<file path="config.mk">
export PLATFORM = sky130hd
export DESIGN_NAME = exactly_k_cardinality_propagator_core_flat
export DESIGN_NICKNAME = d
export VERILOG_FILES = /design/src/design/ekc_pkg.sv /design/src/design/ekc_if.sv /design/src/design/ekc_cell.sv /design/src/design/ekc_seq.sv /design/src/design/exactly_k_cardinality_propagator_core.sv /design/src/flat_wrapper.sv
export SDC_FILE = /design/constraint.sdc
export NUM_CORES = 2
export LEC_CHECK = 0
export ABC_AREA = 1
export BUFFER_PORTS_ARGS = -buffer_cell sky130_fd_sc_hd__clkbuf_2
export CAP_MARGIN = 20
export CORE_MARGIN = 4
export CORE_UTILIZATION = 29
export DETAILED_ROUTE_END_ITERATION = 6
export HOLD_SLACK_MARGIN = 0.15
export PLACE_DENSITY = 0.47
export SYNTH_ARGS = -nofsm -noshare
export SYNTH_HDL_FRONTEND = slang
export SYNTH_HIERARCHICAL = 1
export SYNTH_SLANG_ARGS = --single-unit
</file>
<file path="constraint.sdc">
create_clock -name clk -period 12.6 [get_ports clk]
set_input_delay 2.52 -clock clk [delete_from_list [all_inputs] [get_ports clk]]
set_output_delay 2.52 -clock clk [all_outputs]
set_load 0.005 [all_outputs]
</file>
<file path="src/design/ekc_pkg.sv">
`timescale 1ns / 1ps
// Shared types and constants of the exactly-k cardinality propagator.
// Depends on nothing; every other file of the block imports it.
package ekc_pkg;

  localparam int OP_W       = 2;
  localparam int VAR_W      = 6;
  localparam int TGT_W      = 5;
  localparam int LVL_W      = 6;
  localparam int VCNT_W     = 7;
  localparam int CFG_IDX_W  = 1;
  localparam int CFG_DATA_W = 6;

  typedef enum logic [OP_W-1:0] {
    OP_ASSIGN    = 2'd0,
    OP_NEW_LEVEL = 2'd1,
    OP_BACKTRACK = 2'd2
  } opcode_t;

  localparam logic [CFG_IDX_W-1:0] CFG_VAR_COUNT = 1'd0;
  localparam logic [CFG_IDX_W-1:0] CFG_K_TARGET  = 1'd1;

  // Broadcast from the sequencer to every cell of the chain.
  typedef struct packed {
    logic              asg_en;
    logic [VAR_W-1:0]  asg_idx;
    logic              asg_val;
    logic              bt_en;
    logic [LVL_W-1:0]  bt_target;
    logic [LVL_W-1:0]  level;
    logic [VCNT_W-1:0] n_eff;
    logic              adv;
    logic              emit;
  } cell_cmd_t;

endpackage

</file>
<file path="src/design/ekc_if.sv">
`timescale 1ns / 1ps
// Valid/ready channel interfaces for the input beats and the result beats.
// Depends on ekc_pkg for the field widths.
interface ekc_in_if;
  import ekc_pkg::*;
  logic             valid;
  logic             ready;
  logic [OP_W-1:0]  opcode;
  logic [VAR_W-1:0] var_index;
  logic             var_value;
  logic             batch_end;
  logic [TGT_W-1:0] target_level;

  modport source (output valid, opcode, var_index, var_value, batch_end, target_level,
                  input ready);
  modport sink (input valid, opcode, var_index, var_value, batch_end, target_level,
                output ready);
endinterface

interface ekc_out_if;
  import ekc_pkg::*;
  logic             valid;
  logic             ready;
  logic [VAR_W-1:0] implied_var;
  logic             implied_value;
  logic             last;

  modport source (output valid, implied_var, implied_value, last, input ready);
  modport sink (input valid, implied_var, implied_value, last, output ready);
endinterface

</file>
<file path="src/design/ekc_cell.sv">
`timescale 1ns / 1ps
// One variable of the propagator: assignment and implication marks with their levels,
// plus one stage of the scan token and of the running true/false counts.
// Depends on ekc_pkg.
module ekc_cell #(
  parameter int IDX   = 0,
  parameter int CNT_W = 6
) (
  input  logic                clk,
  input  logic                rst_n,
  input  ekc_pkg::cell_cmd_t  cmd,
  input  logic                tok_in,
  input  logic [CNT_W-1:0]    cnt_t_in,
  input  logic [CNT_W-1:0]    cnt_f_in,
  output logic                tok_out,
  output logic [CNT_W-1:0]    cnt_t_out,
  output logic [CNT_W-1:0]    cnt_f_out,
  output logic                hit
);
  import ekc_pkg::*;

  localparam logic [VCNT_W-1:0] MY_POS = VCNT_W'(IDX);
  localparam logic [VCNT_W-1:0] MY_NUM = VCNT_W'(IDX + 1);

  logic             t_r, f_r, imp_r, tok_r;
  logic [LVL_W-1:0] alvl_r, ilvl_r;
  logic [CNT_W-1:0] cnt_t_r, cnt_f_r;
  logic             active, sel, elig;

  assign active = (cmd.n_eff > MY_POS);
  assign sel    = cmd.asg_en && ({1'b0, cmd.asg_idx} == MY_NUM) && active;
  assign elig   = active && !t_r && !f_r && !imp_r;
  assign hit    = tok_r && cmd.emit && elig;

  assign tok_out   = tok_r;
  assign cnt_t_out = cnt_t_r + CNT_W'(active && t_r);
  assign cnt_f_out = cnt_f_r + CNT_W'(active && f_r);

  always_ff @(posedge clk) begin
    if (!rst_n) begin
      t_r   <= 1'b0;
      f_r   <= 1'b0;
      imp_r <= 1'b0;
      tok_r <= 1'b0;
    end else begin
      if (sel) begin
        t_r <= cmd.asg_val;
        f_r <= !cmd.asg_val;
      end else if (cmd.bt_en && (t_r || f_r) && (alvl_r > cmd.bt_target)) begin
        t_r <= 1'b0;
        f_r <= 1'b0;
      end
      if (hit && cmd.adv) begin
        imp_r <= 1'b1;
      end else if (cmd.bt_en && imp_r && (ilvl_r > cmd.bt_target)) begin
        imp_r <= 1'b0;
      end
      if (cmd.adv) begin
        tok_r <= tok_in;
      end
    end
  end

  // Levels and counts are only looked at where a mask bit or the token says so.
  always_ff @(posedge clk) begin
    if (sel) begin
      alvl_r <= cmd.level;
    end
    if (hit && cmd.adv) begin
      ilvl_r <= cmd.level;
    end
    if (cmd.adv) begin
      cnt_t_r <= cnt_t_in;
      cnt_f_r <= cnt_f_in;
    end
  end

endmodule

</file>
<file path="src/design/ekc_seq.sv">
`timescale 1ns / 1ps
// Sequencer of the propagator: configuration registers, decision level, scan passes
// over the cell chain, pending result and output register. Depends on ekc_pkg, ekc_if.
module ekc_seq #(
  parameter int MAX_VARS   = 32,
  parameter int MAX_LEVELS = 32,
  parameter int CNT_W      = 6
) (
  input  logic                               clk,
  input  logic                               rst_n,
  ekc_in_if.sink                             in_ch,
  ekc_out_if.source                          out_ch,
  input  logic                               cfg_we,
  input  logic [ekc_pkg::CFG_IDX_W-1:0]      cfg_index,
  input  logic [ekc_pkg::CFG_DATA_W-1:0]     cfg_data,
  output ekc_pkg::cell_cmd_t                 cmd,
  output logic                               tok_head,
  input  logic [MAX_VARS-1:0]                hits,
  input  logic                               tok_last,
  input  logic [CNT_W-1:0]                   cnt_t_last,
  input  logic [CNT_W-1:0]                   cnt_f_last
);
  import ekc_pkg::*;

  localparam int IW = (MAX_VARS > 1) ? $clog2(MAX_VARS) : 1;
  localparam logic [IW-1:0]     LAST_IDX  = IW'(MAX_VARS - 1);
  localparam logic [LVL_W-1:0]  TOP_LEVEL = LVL_W'(MAX_LEVELS - 1);
  localparam logic [VCNT_W-1:0] VARS_CAP  = VCNT_W'(MAX_VARS);

  typedef enum logic [2:0] {S_IDLE, S_COUNT, S_RULE0, S_RULE1, S_FLUSH} state_t;

  state_t                state_r, state_nxt;
  logic [CFG_DATA_W-1:0] var_count_r, var_count_nxt;
  logic [CFG_DATA_W-1:0] k_r, k_nxt;
  logic [LVL_W-1:0]      level_r, level_nxt;
  logic                  fire1_r, fire1_nxt;
  logic [IW-1:0]         idx_r, idx_nxt;
  logic                  pend_v_r, pend_v_nxt;
  logic [VAR_W-1:0]      pend_var_r, pend_var_nxt;
  logic                  pend_val_r, pend_val_nxt;
  logic                  out_v_r, out_v_nxt;
  logic [VAR_W-1:0]      out_var_r, out_var_nxt;
  logic                  out_val_r, out_val_nxt;
  logic                  out_last_r, out_last_nxt;

  logic                  accept, out_free, hit_any, adv, scan_end, bt_en;
  logic                  fire0_now, fire1_now, rule_val;
  logic [VCNT_W-1:0]     n_eff, k_ext, trues_ext, falses_ext;
  logic [LVL_W-1:0]      target_ext;

  assign accept     = in_ch.valid && in_ch.ready;
  assign in_ch.ready = (state_r == S_IDLE);
  assign out_free   = !out_v_r || out_ch.ready;
  assign hit_any    = |hits;
  assign n_eff      = (VCNT_W'(var_count_r) < VARS_CAP) ? VCNT_W'(var_count_r) : VARS_CAP;
  assign k_ext      = VCNT_W'(k_r);
  assign trues_ext  = VCNT_W'(cnt_t_last);
  assign falses_ext = VCNT_W'(cnt_f_last);
  assign target_ext = LVL_W'(in_ch.target_level);
  assign fire0_now  = (trues_ext == k_ext);
  assign fire1_now  = (k_ext <= n_eff) && (falses_ext == (n_eff - k_ext));
  assign rule_val   = (state_r == S_RULE1);
  assign bt_en      = accept && (opcode_t'(in_ch.opcode) == OP_BACKTRACK) &&
                      (target_ext < level_r);

  // A rule pass stalls only when a new hit finds both the pending slot and the
  // output register occupied.
  always_comb begin
    case (state_r)
      S_RULE0, S_RULE1: adv = !hit_any || !pend_v_r || out_free;
      default:          adv = 1'b1;
    endcase
  end

  assign scan_end = adv && (idx_r == LAST_IDX);

  assign cmd.asg_en    = accept && (opcode_t'(in_ch.opcode) == OP_ASSIGN);
  assign cmd.asg_idx   = in_ch.var_index;
  assign cmd.asg_val   = in_ch.var_value;
  assign cmd.bt_en     = bt_en;
  assign cmd.bt_target = target_ext;
  assign cmd.level     = level_r;
  assign cmd.n_eff     = n_eff;
  assign cmd.adv       = adv;
  assign cmd.emit      = (state_r == S_RULE0) || (state_r == S_RULE1);

  assign out_ch.valid         = out_v_r;
  assign out_ch.implied_var   = out_var_r;
  assign out_ch.implied_value = out_val_r;
  assign out_ch.last          = out_last_r;

  always_comb begin
    state_nxt     = state_r;
    var_count_nxt = var_count_r;
    k_nxt         = k_r;
    level_nxt     = level_r;
    fire1_nxt     = fire1_r;
    idx_nxt       = idx_r;
    pend_v_nxt    = pend_v_r;
    pend_var_nxt  = pend_var_r;
    pend_val_nxt  = pend_val_r;
    out_v_nxt     = out_v_r && !out_ch.ready;
    out_var_nxt   = out_var_r;
    out_val_nxt   = out_val_r;
    out_last_nxt  = out_last_r;
    tok_head      = 1'b0;

    if (cfg_we) begin
      unique case (cfg_index)
        CFG_VAR_COUNT: var_count_nxt = cfg_data;
        CFG_K_TARGET:  k_nxt = cfg_data;
        default: ;
      endcase
    end

    unique case (state_r)
      S_IDLE: begin
        if (accept) begin
          unique case (opcode_t'(in_ch.opcode))
            OP_ASSIGN: begin
              if (in_ch.batch_end) begin
                tok_head  = 1'b1;
                state_nxt = S_COUNT;
              end
            end
            OP_NEW_LEVEL: begin
              if (level_r < TOP_LEVEL) begin
                level_nxt = level_r + LVL_W'(1);
              end
            end
            OP_BACKTRACK: begin
              if (bt_en) begin
                level_nxt = target_ext;
              end
            end
            default: ;
          endcase
        end
      end
      S_COUNT: begin
        if (tok_last) begin
          fire1_nxt = fire1_now;
          idx_nxt   = '0;
          if (fire0_now) begin
            tok_head  = 1'b1;
            state_nxt = S_RULE0;
          end else if (fire1_now) begin
            tok_head  = 1'b1;
            state_nxt = S_RULE1;
          end else begin
            state_nxt = S_FLUSH;
          end
        end
      end
      S_RULE0, S_RULE1: begin
        if (adv) begin
          idx_nxt = idx_r + IW'(1);
          if (hit_any) begin
            if (pend_v_r) begin
              out_v_nxt    = 1'b1;
              out_var_nxt  = pend_var_r;
              out_val_nxt  = pend_val_r;
              out_last_nxt = 1'b0;
            end
            pend_v_nxt   = 1'b1;
            pend_var_nxt = VAR_W'(idx_r) + VAR_W'(1);
            pend_val_nxt = rule_val;
          end
          if (scan_end) begin
            idx_nxt = '0;
            if ((state_r == S_RULE0) && fire1_r) begin
              tok_head  = 1'b1;
              state_nxt = S_RULE1;
            end else begin
              state_nxt = S_FLUSH;
            end
          end
        end
      end
      S_FLUSH: begin
        if (!pend_v_r) begin
          state_nxt = S_IDLE;
        end else if (out_free) begin
          out_v_nxt    = 1'b1;
          out_var_nxt  = pend_var_r;
          out_val_nxt  = pend_val_r;
          out_last_nxt = 1'b1;
          pend_v_nxt   = 1'b0;
          state_nxt    = S_IDLE;
        end
      end
      default: state_nxt = S_IDLE;
    endcase
  end

  always_ff @(posedge clk) begin
    if (!rst_n) begin
      state_r     <= S_IDLE;
      var_count_r <= CFG_DATA_W'(32);
      k_r         <= '0;
      level_r     <= '0;
      fire1_r     <= 1'b0;
      idx_r       <= '0;
      pend_v_r    <= 1'b0;
      out_v_r     <= 1'b0;
    end else begin
      state_r     <= state_nxt;
      var_count_r <= var_count_nxt;
      k_r         <= k_nxt;
      level_r     <= level_nxt;
      fire1_r     <= fire1_nxt;
      idx_r       <= idx_nxt;
      pend_v_r    <= pend_v_nxt;
      out_v_r     <= out_v_nxt;
    end
    pend_var_r <= pend_var_nxt;
    pend_val_r <= pend_val_nxt;
    out_var_r  <= out_var_nxt;
    out_val_r  <= out_val_nxt;
    out_last_r <= out_last_nxt;
  end

endmodule

</file>
<file path="src/design/exactly_k_cardinality_propagator_core.sv">
`timescale 1ns / 1ps
// Exactly-k cardinality propagator: keeps a SAT assignment trail split by decision
// level and emits the literals forced by an exactly-k constraint over variables 1..n.
// Input beats on in_ch carry an opcode: assign a variable, open a new decision level,
// or backtrack to a target level. Result beats on out_ch carry one implied literal
// each; last marks the final implication caused by one input beat.
// Configuration (var_count, k_target) is written through cfg_we / cfg_index /
// cfg_data; the user must do so only while the block is idle, as the block itself does no check.
// An assign without batch end, a new level and a backtrack leave the block idle.
// An assign with batch end runs up to three passes of a token along the chain of
// MAX_VARS cells: one pass adds up the true and false counts, then one pass for
// each rule that fires, moving one cell per cycle unless the output stalls and
// emitting at most one implication per cycle; the final beat is then released.
// in_ch.ready is high only while no batch is being processed.
// When the receiver stalls, one implication waits in the output register and one
// in a pending slot; the token then stops until the output register frees up.
// Reset (synchronous, active low) clears all marks, the level and the pipeline,
// and loads var_count = 32, k_target = 0.
module exactly_k_cardinality_propagator_core #(
  parameter int MAX_VARS   = 32,
  parameter int MAX_LEVELS = 32
) (
  input  logic                               clk,
  input  logic                               rst_n,
  ekc_in_if.sink                             in_ch,
  ekc_out_if.source                          out_ch,
  input  logic                               cfg_we,
  input  logic [ekc_pkg::CFG_IDX_W-1:0]      cfg_index,
  input  logic [ekc_pkg::CFG_DATA_W-1:0]     cfg_data
);
  import ekc_pkg::*;

  // Counts run up to MAX_VARS, so they need one more code than the chain length.
  localparam int CNT_W = $clog2(MAX_VARS + 1);

  cell_cmd_t        cmd;
  logic             tok_head;
  logic [MAX_VARS-1:0] hits;
  logic             tok_chain [MAX_VARS+1];
  logic [CNT_W-1:0] cnt_t_chain [MAX_VARS+1];
  logic [CNT_W-1:0] cnt_f_chain [MAX_VARS+1];

  // The head of the chain takes the token from the sequencer with empty counts.
  assign tok_chain[0]   = tok_head;
  assign cnt_t_chain[0] = '0;
  assign cnt_f_chain[0] = '0;

  ekc_seq #(
    .MAX_VARS   (MAX_VARS),
    .MAX_LEVELS (MAX_LEVELS),
    .CNT_W      (CNT_W)
  ) u_seq (
    .clk        (clk),
    .rst_n      (rst_n),
    .in_ch      (in_ch),
    .out_ch     (out_ch),
    .cfg_we     (cfg_we),
    .cfg_index  (cfg_index),
    .cfg_data   (cfg_data),
    .cmd        (cmd),
    .tok_head   (tok_head),
    .hits       (hits),
    .tok_last   (tok_chain[MAX_VARS]),
    .cnt_t_last (cnt_t_chain[MAX_VARS]),
    .cnt_f_last (cnt_f_chain[MAX_VARS])
  );

  // Cell i holds variable i+1; each hands the token and the running counts to the next.
  for (genvar i = 0; i < MAX_VARS; i++) begin : g_cell
    ekc_cell #(
      .IDX   (i),
      .CNT_W (CNT_W)
    ) u_cell (
      .clk       (clk),
      .rst_n     (rst_n),
      .cmd       (cmd),
      .tok_in    (tok_chain[i]),
      .cnt_t_in  (cnt_t_chain[i]),
      .cnt_f_in  (cnt_f_chain[i]),
      .tok_out   (tok_chain[i+1]),
      .cnt_t_out (cnt_t_chain[i+1]),
      .cnt_f_out (cnt_f_chain[i+1]),
      .hit       (hits[i])
    );
  end

endmodule
</file>
<file path="src/flat_wrapper.sv">
// flat-port wrapper written by rule: the top's interface ports become plain ports
module exactly_k_cardinality_propagator_core_flat import ekc_pkg::*;
#(
  parameter int MAX_VARS   = 32,
  parameter int MAX_LEVELS = 32
)
  (clk, rst_n, cfg_we, cfg_index, cfg_data, in_ch_valid, in_ch_opcode, in_ch_var_index, in_ch_var_value, in_ch_batch_end, in_ch_target_level, in_ch_ready, out_ch_valid, out_ch_implied_var, out_ch_implied_value, out_ch_last, out_ch_ready);
  ekc_in_if in_ch_i ();
  ekc_out_if out_ch_i ();
  input  logic clk;
  input  logic rst_n;
  input  logic cfg_we;
  input  logic [ekc_pkg::CFG_IDX_W-1:0] cfg_index;
  input  logic [ekc_pkg::CFG_DATA_W-1:0] cfg_data;
  input wire logic [$bits(in_ch_i.valid)-1:0] in_ch_valid;
  input wire logic [$bits(in_ch_i.opcode)-1:0] in_ch_opcode;
  input wire logic [$bits(in_ch_i.var_index)-1:0] in_ch_var_index;
  input wire logic [$bits(in_ch_i.var_value)-1:0] in_ch_var_value;
  input wire logic [$bits(in_ch_i.batch_end)-1:0] in_ch_batch_end;
  input wire logic [$bits(in_ch_i.target_level)-1:0] in_ch_target_level;
  output wire logic [$bits(in_ch_i.ready)-1:0] in_ch_ready;
  output wire logic [$bits(out_ch_i.valid)-1:0] out_ch_valid;
  output wire logic [$bits(out_ch_i.implied_var)-1:0] out_ch_implied_var;
  output wire logic [$bits(out_ch_i.implied_value)-1:0] out_ch_implied_value;
  output wire logic [$bits(out_ch_i.last)-1:0] out_ch_last;
  input wire logic [$bits(out_ch_i.ready)-1:0] out_ch_ready;
  assign in_ch_i.valid = in_ch_valid;
  assign in_ch_i.opcode = in_ch_opcode;
  assign in_ch_i.var_index = in_ch_var_index;
  assign in_ch_i.var_value = in_ch_var_value;
  assign in_ch_i.batch_end = in_ch_batch_end;
  assign in_ch_i.target_level = in_ch_target_level;
  assign in_ch_ready = in_ch_i.ready;
  assign out_ch_valid = out_ch_i.valid;
  assign out_ch_implied_var = out_ch_i.implied_var;
  assign out_ch_implied_value = out_ch_i.implied_value;
  assign out_ch_last = out_ch_i.last;
  assign out_ch_i.ready = out_ch_ready;
  exactly_k_cardinality_propagator_core #(.MAX_VARS(MAX_VARS), .MAX_LEVELS(MAX_LEVELS)) u_core (.clk(clk), .rst_n(rst_n), .in_ch(in_ch_i), .out_ch(out_ch_i), .cfg_we(cfg_we), .cfg_index(cfg_index), .cfg_data(cfg_data));
endmodule
</file>
==> results.md <==
* RSZ-0062 raised after global routing: no
* Synthesized area per cell at 9.99 um2
* Synth cell types at 53
* Setup crit start kind: flip-flop
* Post-synth EDFFs at 783
* Routed WL at 118000 um
* Root buf cell: clkbuf_16
* Final #Nets at 5762
* Post-DR wirelength/cell at 15.6 um
* DRT Pass-1 Iters at 5
* Fin crit period at 5.54 ns
* Row cnt at 152
* Final setup viols at 0
* Cell Area, Placed at 53600 um2
* CTS tree: done
* CTS Buf Count at 104
* Commonest non-fill, non-tap cell in the layout: nand2_1
* ANT nets after route at 0
* WP buf/inv at 7
* Die H at 425 um
* FF-to-FF path depth at 17
* Rel. slew slack at 27.5%
* GRT Residual Overflow at 0
* DIE AREA at 181000 um2
* Pin count of the biggest net entering global routing at 91
* Reg2reg setup slack at 7.06 ns
* CP max-delay cell: buf_4
* Slowest stage delay, CP at 0.90 ns
* Final Cycle Share at 44.0%
* Total design power at 7.17 mW
* Clk_lat worst skew at 0.72 ns
* PostCTS Resize Cnt at 0
* Fillers at 17621
* GRT Util Overall at 13.1%
* Crit path kind: reg2reg
* Clock skew at 0.0400 ns
* Largest cells by area after synthesis: edfxtp_1 (47%), ha_1 (13%), nand2_1 (7.1%), inv_1 (7.1%), dfxtp_1 (6.2%)
* Number of synthesized register bits at 940
* IO Pins at 37
* Crit-path max FO at 85
* Initial antenna violation count at 3
* GP Congestion at 0.773
* Top delay family on crit path: buffers and inverters
* Worst r2r src: u_core/u_seq/var_count_r[5]$_SDFFE_PN1P_
* Bufs on Longest Clock Path at 3
* Htree depth at 3
* Fin Setup TNS at 0 ns
* Gate count of the mapped netlist at 5046
* Worst Max-Slew Pin Slew at 1.09 ns
* Port Buf Inserts at 36
* Vias in the first global route at 32683
* Outcome: finished clean
* Design area at 57300 um2
* Core Area at 172000 um2
* Post-CTS Hold Fix Bufs at 0
* Slew Viols, Final at 0
* Synth warnings at 6
* Layout area overhead at 13.6%
* HP Start: u_core/u_seq/pend_var_r[0]$_DFFE_PP_
* Post-CTS Setup Inserts at 0
* Die W at 425 um
* DRC violations left at 0
* Initial DRC Count at 1730
* Fmax at 180 MHz
* Post-synthesis sequential area ratio at 52.9%
* Endpoints failing hold at 0
* Via Count at 32793
* Leakage power at 25.5 nW
* Ys flop type: edfxtp_1
* Type of the most critical hold path: reg2reg
* Synth area leader: edfxtp_1
* Sink Count at 940
* VDD IR max at 0.0921 mV
* Synth async-reset ratio at 0%
* Post-Syn Area at 50400 um2
* HPWL Detailed at 76500 um
* CP cell instances: inv_2, nand2_2, inv_1, buf_4, nor2_1, nand2_2, nor2_4, inv_1, nand2_1, inv_2, nor2_1, nand2_1, nor2_1, nand4_1, nand3_4, buf_4, buf_4
* Maxcap violations at 0
* Starting density of the core at 29.3%
* Reg2Reg Capture Point: u_core/g_cell[12].u_cell/cnt_f_r[1]$_DFFE_PP_
* Hold depth at 0
* Worst setup EP type: flip-flop
* Hold Path Sink: u_core/u_seq/out_ch.implied_var[0]$_DFFE_PP_
* PD cells at 125 nW/um2
* Post-synth top area share at 46.6%
* Drt via density at 4.31
* Required time worst endpoint at 12.90 ns
* Share of cells above drive strength 1 at 11.0%
* Commonest cells after routing, fill and taps aside: nand2_1 (955), inv_1 (946), edfxtp_1 (783)
* Clock transition at path regs at 0.06 ns
* Critical Path AT at 5.84 ns
* First-pass GRT wire length at 185000 um
[power by group]
group	total, mW	internal, mW	switching (mW)
clock network	3.16	1.87	1.28
registers	3.54	3.47	0.0702
logic	0.472	0.150	0.322
total	7.17	5.50	1.68
[Yosys cell counts, drive strengths merged, types with 7 or more instances]
| master | count |
|---|---|
| a21boi | 31 |
| a21oi | 272 |
| xnor2 | 19 |
| buf | 18 |
| nand3 | 274 |
| o21ai | 91 |
| nand3b | 15 |
| nor3 | 86 |
| nand4 | 7 |
| o21bai | 30 |
| clkinv | 15 |
| nor2 | 378 |
| edfxtp | 783 |
| inv | 1020 |
| nand2 | 1044 |
| or2 | 13 |
| dfxtp | 157 |
| xor2 | 247 |
| ha | 524 |
[state kept, by name, indices dropped and copies added (netlist names), 3 cells and up]
signal,flops
u_core/g_cell.u_cell/tok_out,32
u_core/g_cell.u_cell/t_r,32
u_core/g_cell.u_cell/alvl_r,192
u_core/u_seq/pend_var_r,6
u_core/u_seq/var_count_r,6
u_core/u_seq/level_r,6
u_core/g_cell.u_cell/f_r,32
u_core/u_seq/state_r,3
u_core/u_seq/k_r,6
u_core/g_cell.u_cell/cnt_f_r,192
u_core/g_cell.u_cell/imp_r,32
u_core/g_cell.u_cell/cnt_t_r,192
u_core/g_cell.u_cell/ilvl_r,192
u_core/u_seq/idx_r,5
u_core/u_seq/out_ch.implied_var,6
[cell families after synthesis]
| kind of cell | after synthesis | synth area share, % |
|---|---|---|
| XOR/XNOR | 266 | 4.62 |
| flip-flops | 940 | 52.9 |
| adder cells (fa/ha/maj) | 525 | 13.0 |
| AO/OA/AOI/OAI | 432 | 4.97 |
| other | 2 | 0.0149 |
| buffers and inverters | 1056 | 8.00 |
| AND/OR/NAND/NOR | 1825 | 16.5 |
[metrics by stage]
stage / hold WS, ns / utilization (%) / setup WS [ns] / instances
finish: 0.421 / 33.2 / 7.06 / 7614
CTS: 0.423 / 33.2 / 6.55 / 7609
global route: 0.435 / 33.2 / 6.68 / 7611
global placement: 0.406 / 31.1 / 6.46 / 7412
detailed placement: 0.409 / 31.1 / 6.42 / 7412
floorplan: 0.400 / - / 5.90 / 5058
[how the worst max path moves through the flow]
stage	cells past startpoint	slack (ns)	start	endpoint
after global routing	17	6.68	u_core/u_seq/var_count_r[5]$_SDFFE_PN1P_	u_core/g_cell[12].u_cell/cnt_f_r[1]$_DFFE_PP_
after floorplan	7	5.90	out_ch_ready	u_core/g_cell[11].u_cell/ilvl_r[0]$_DFFE_PP_
after detailed placement	8	6.42	out_ch_ready	u_core/g_cell[20].u_cell/cnt_f_r[1]$_DFFE_PP_
after CTS	18	6.55	u_core/u_seq/var_count_r[5]$_SDFFE_PN1P_	u_core/g_cell[20].u_cell/cnt_t_r[2]$_DFFE_PP_
after global placement	8	6.46	out_ch_ready	u_core/g_cell[20].u_cell/cnt_f_r[0]$_DFFE_PP_
final	17	7.06	u_core/u_seq/var_count_r[5]$_SDFFE_PN1P_	u_core/g_cell[12].u_cell/cnt_f_r[1]$_DFFE_PP_
[layout make-up]
cell class / count / area [um2] / share of cell area [%]
Inverter: 1035 / 3890 / 6.79
Tap cell: 2310 / 2890 / 5.05
Clock buffer: 140 / 3000 / 5.25
Sequential cell: 940 / 26700 / 46.6
Antenna cell: 3 / 7.51 / 0.0131
Multi-Input combinational cell: 3062 / 19800 / 34.6
Clock inverter: 57 / 543 / 0.948
Timing Repair Buffer: 67 / 458 / 0.800
[per-layer routing]
metal	global-route usage (%)	wire length [um]	vias to the layer above	part of all wire [%]
li1	-	-	16770	-
met1	17.5	56000	15446	47
met2	22.1	55300	413	47
met3	2.16	4420	164	3.7
met4	3.20	2730	0	2.3
met5	0	0	-	0
[worst register-to-register path, stage by stage, from the launching register on]
cell and delay (ns):
dfxtp_2 0.46, inv_2 0.10, nand2_2 0.09, inv_1 0.05, buf_4 0.31, nor2_1 0.22, nand2_2 0.08, nor2_4 0.09
inv_1 0.07, nand2_1 0.07, inv_2 0.04, nor2_1 0.13, nand2_1 0.06, nor2_1 0.40, nand4_1 0.38, nand3_4 0.56
buf_4 0.95, buf_4 1.00
Power figures use the tool's default switching activity.
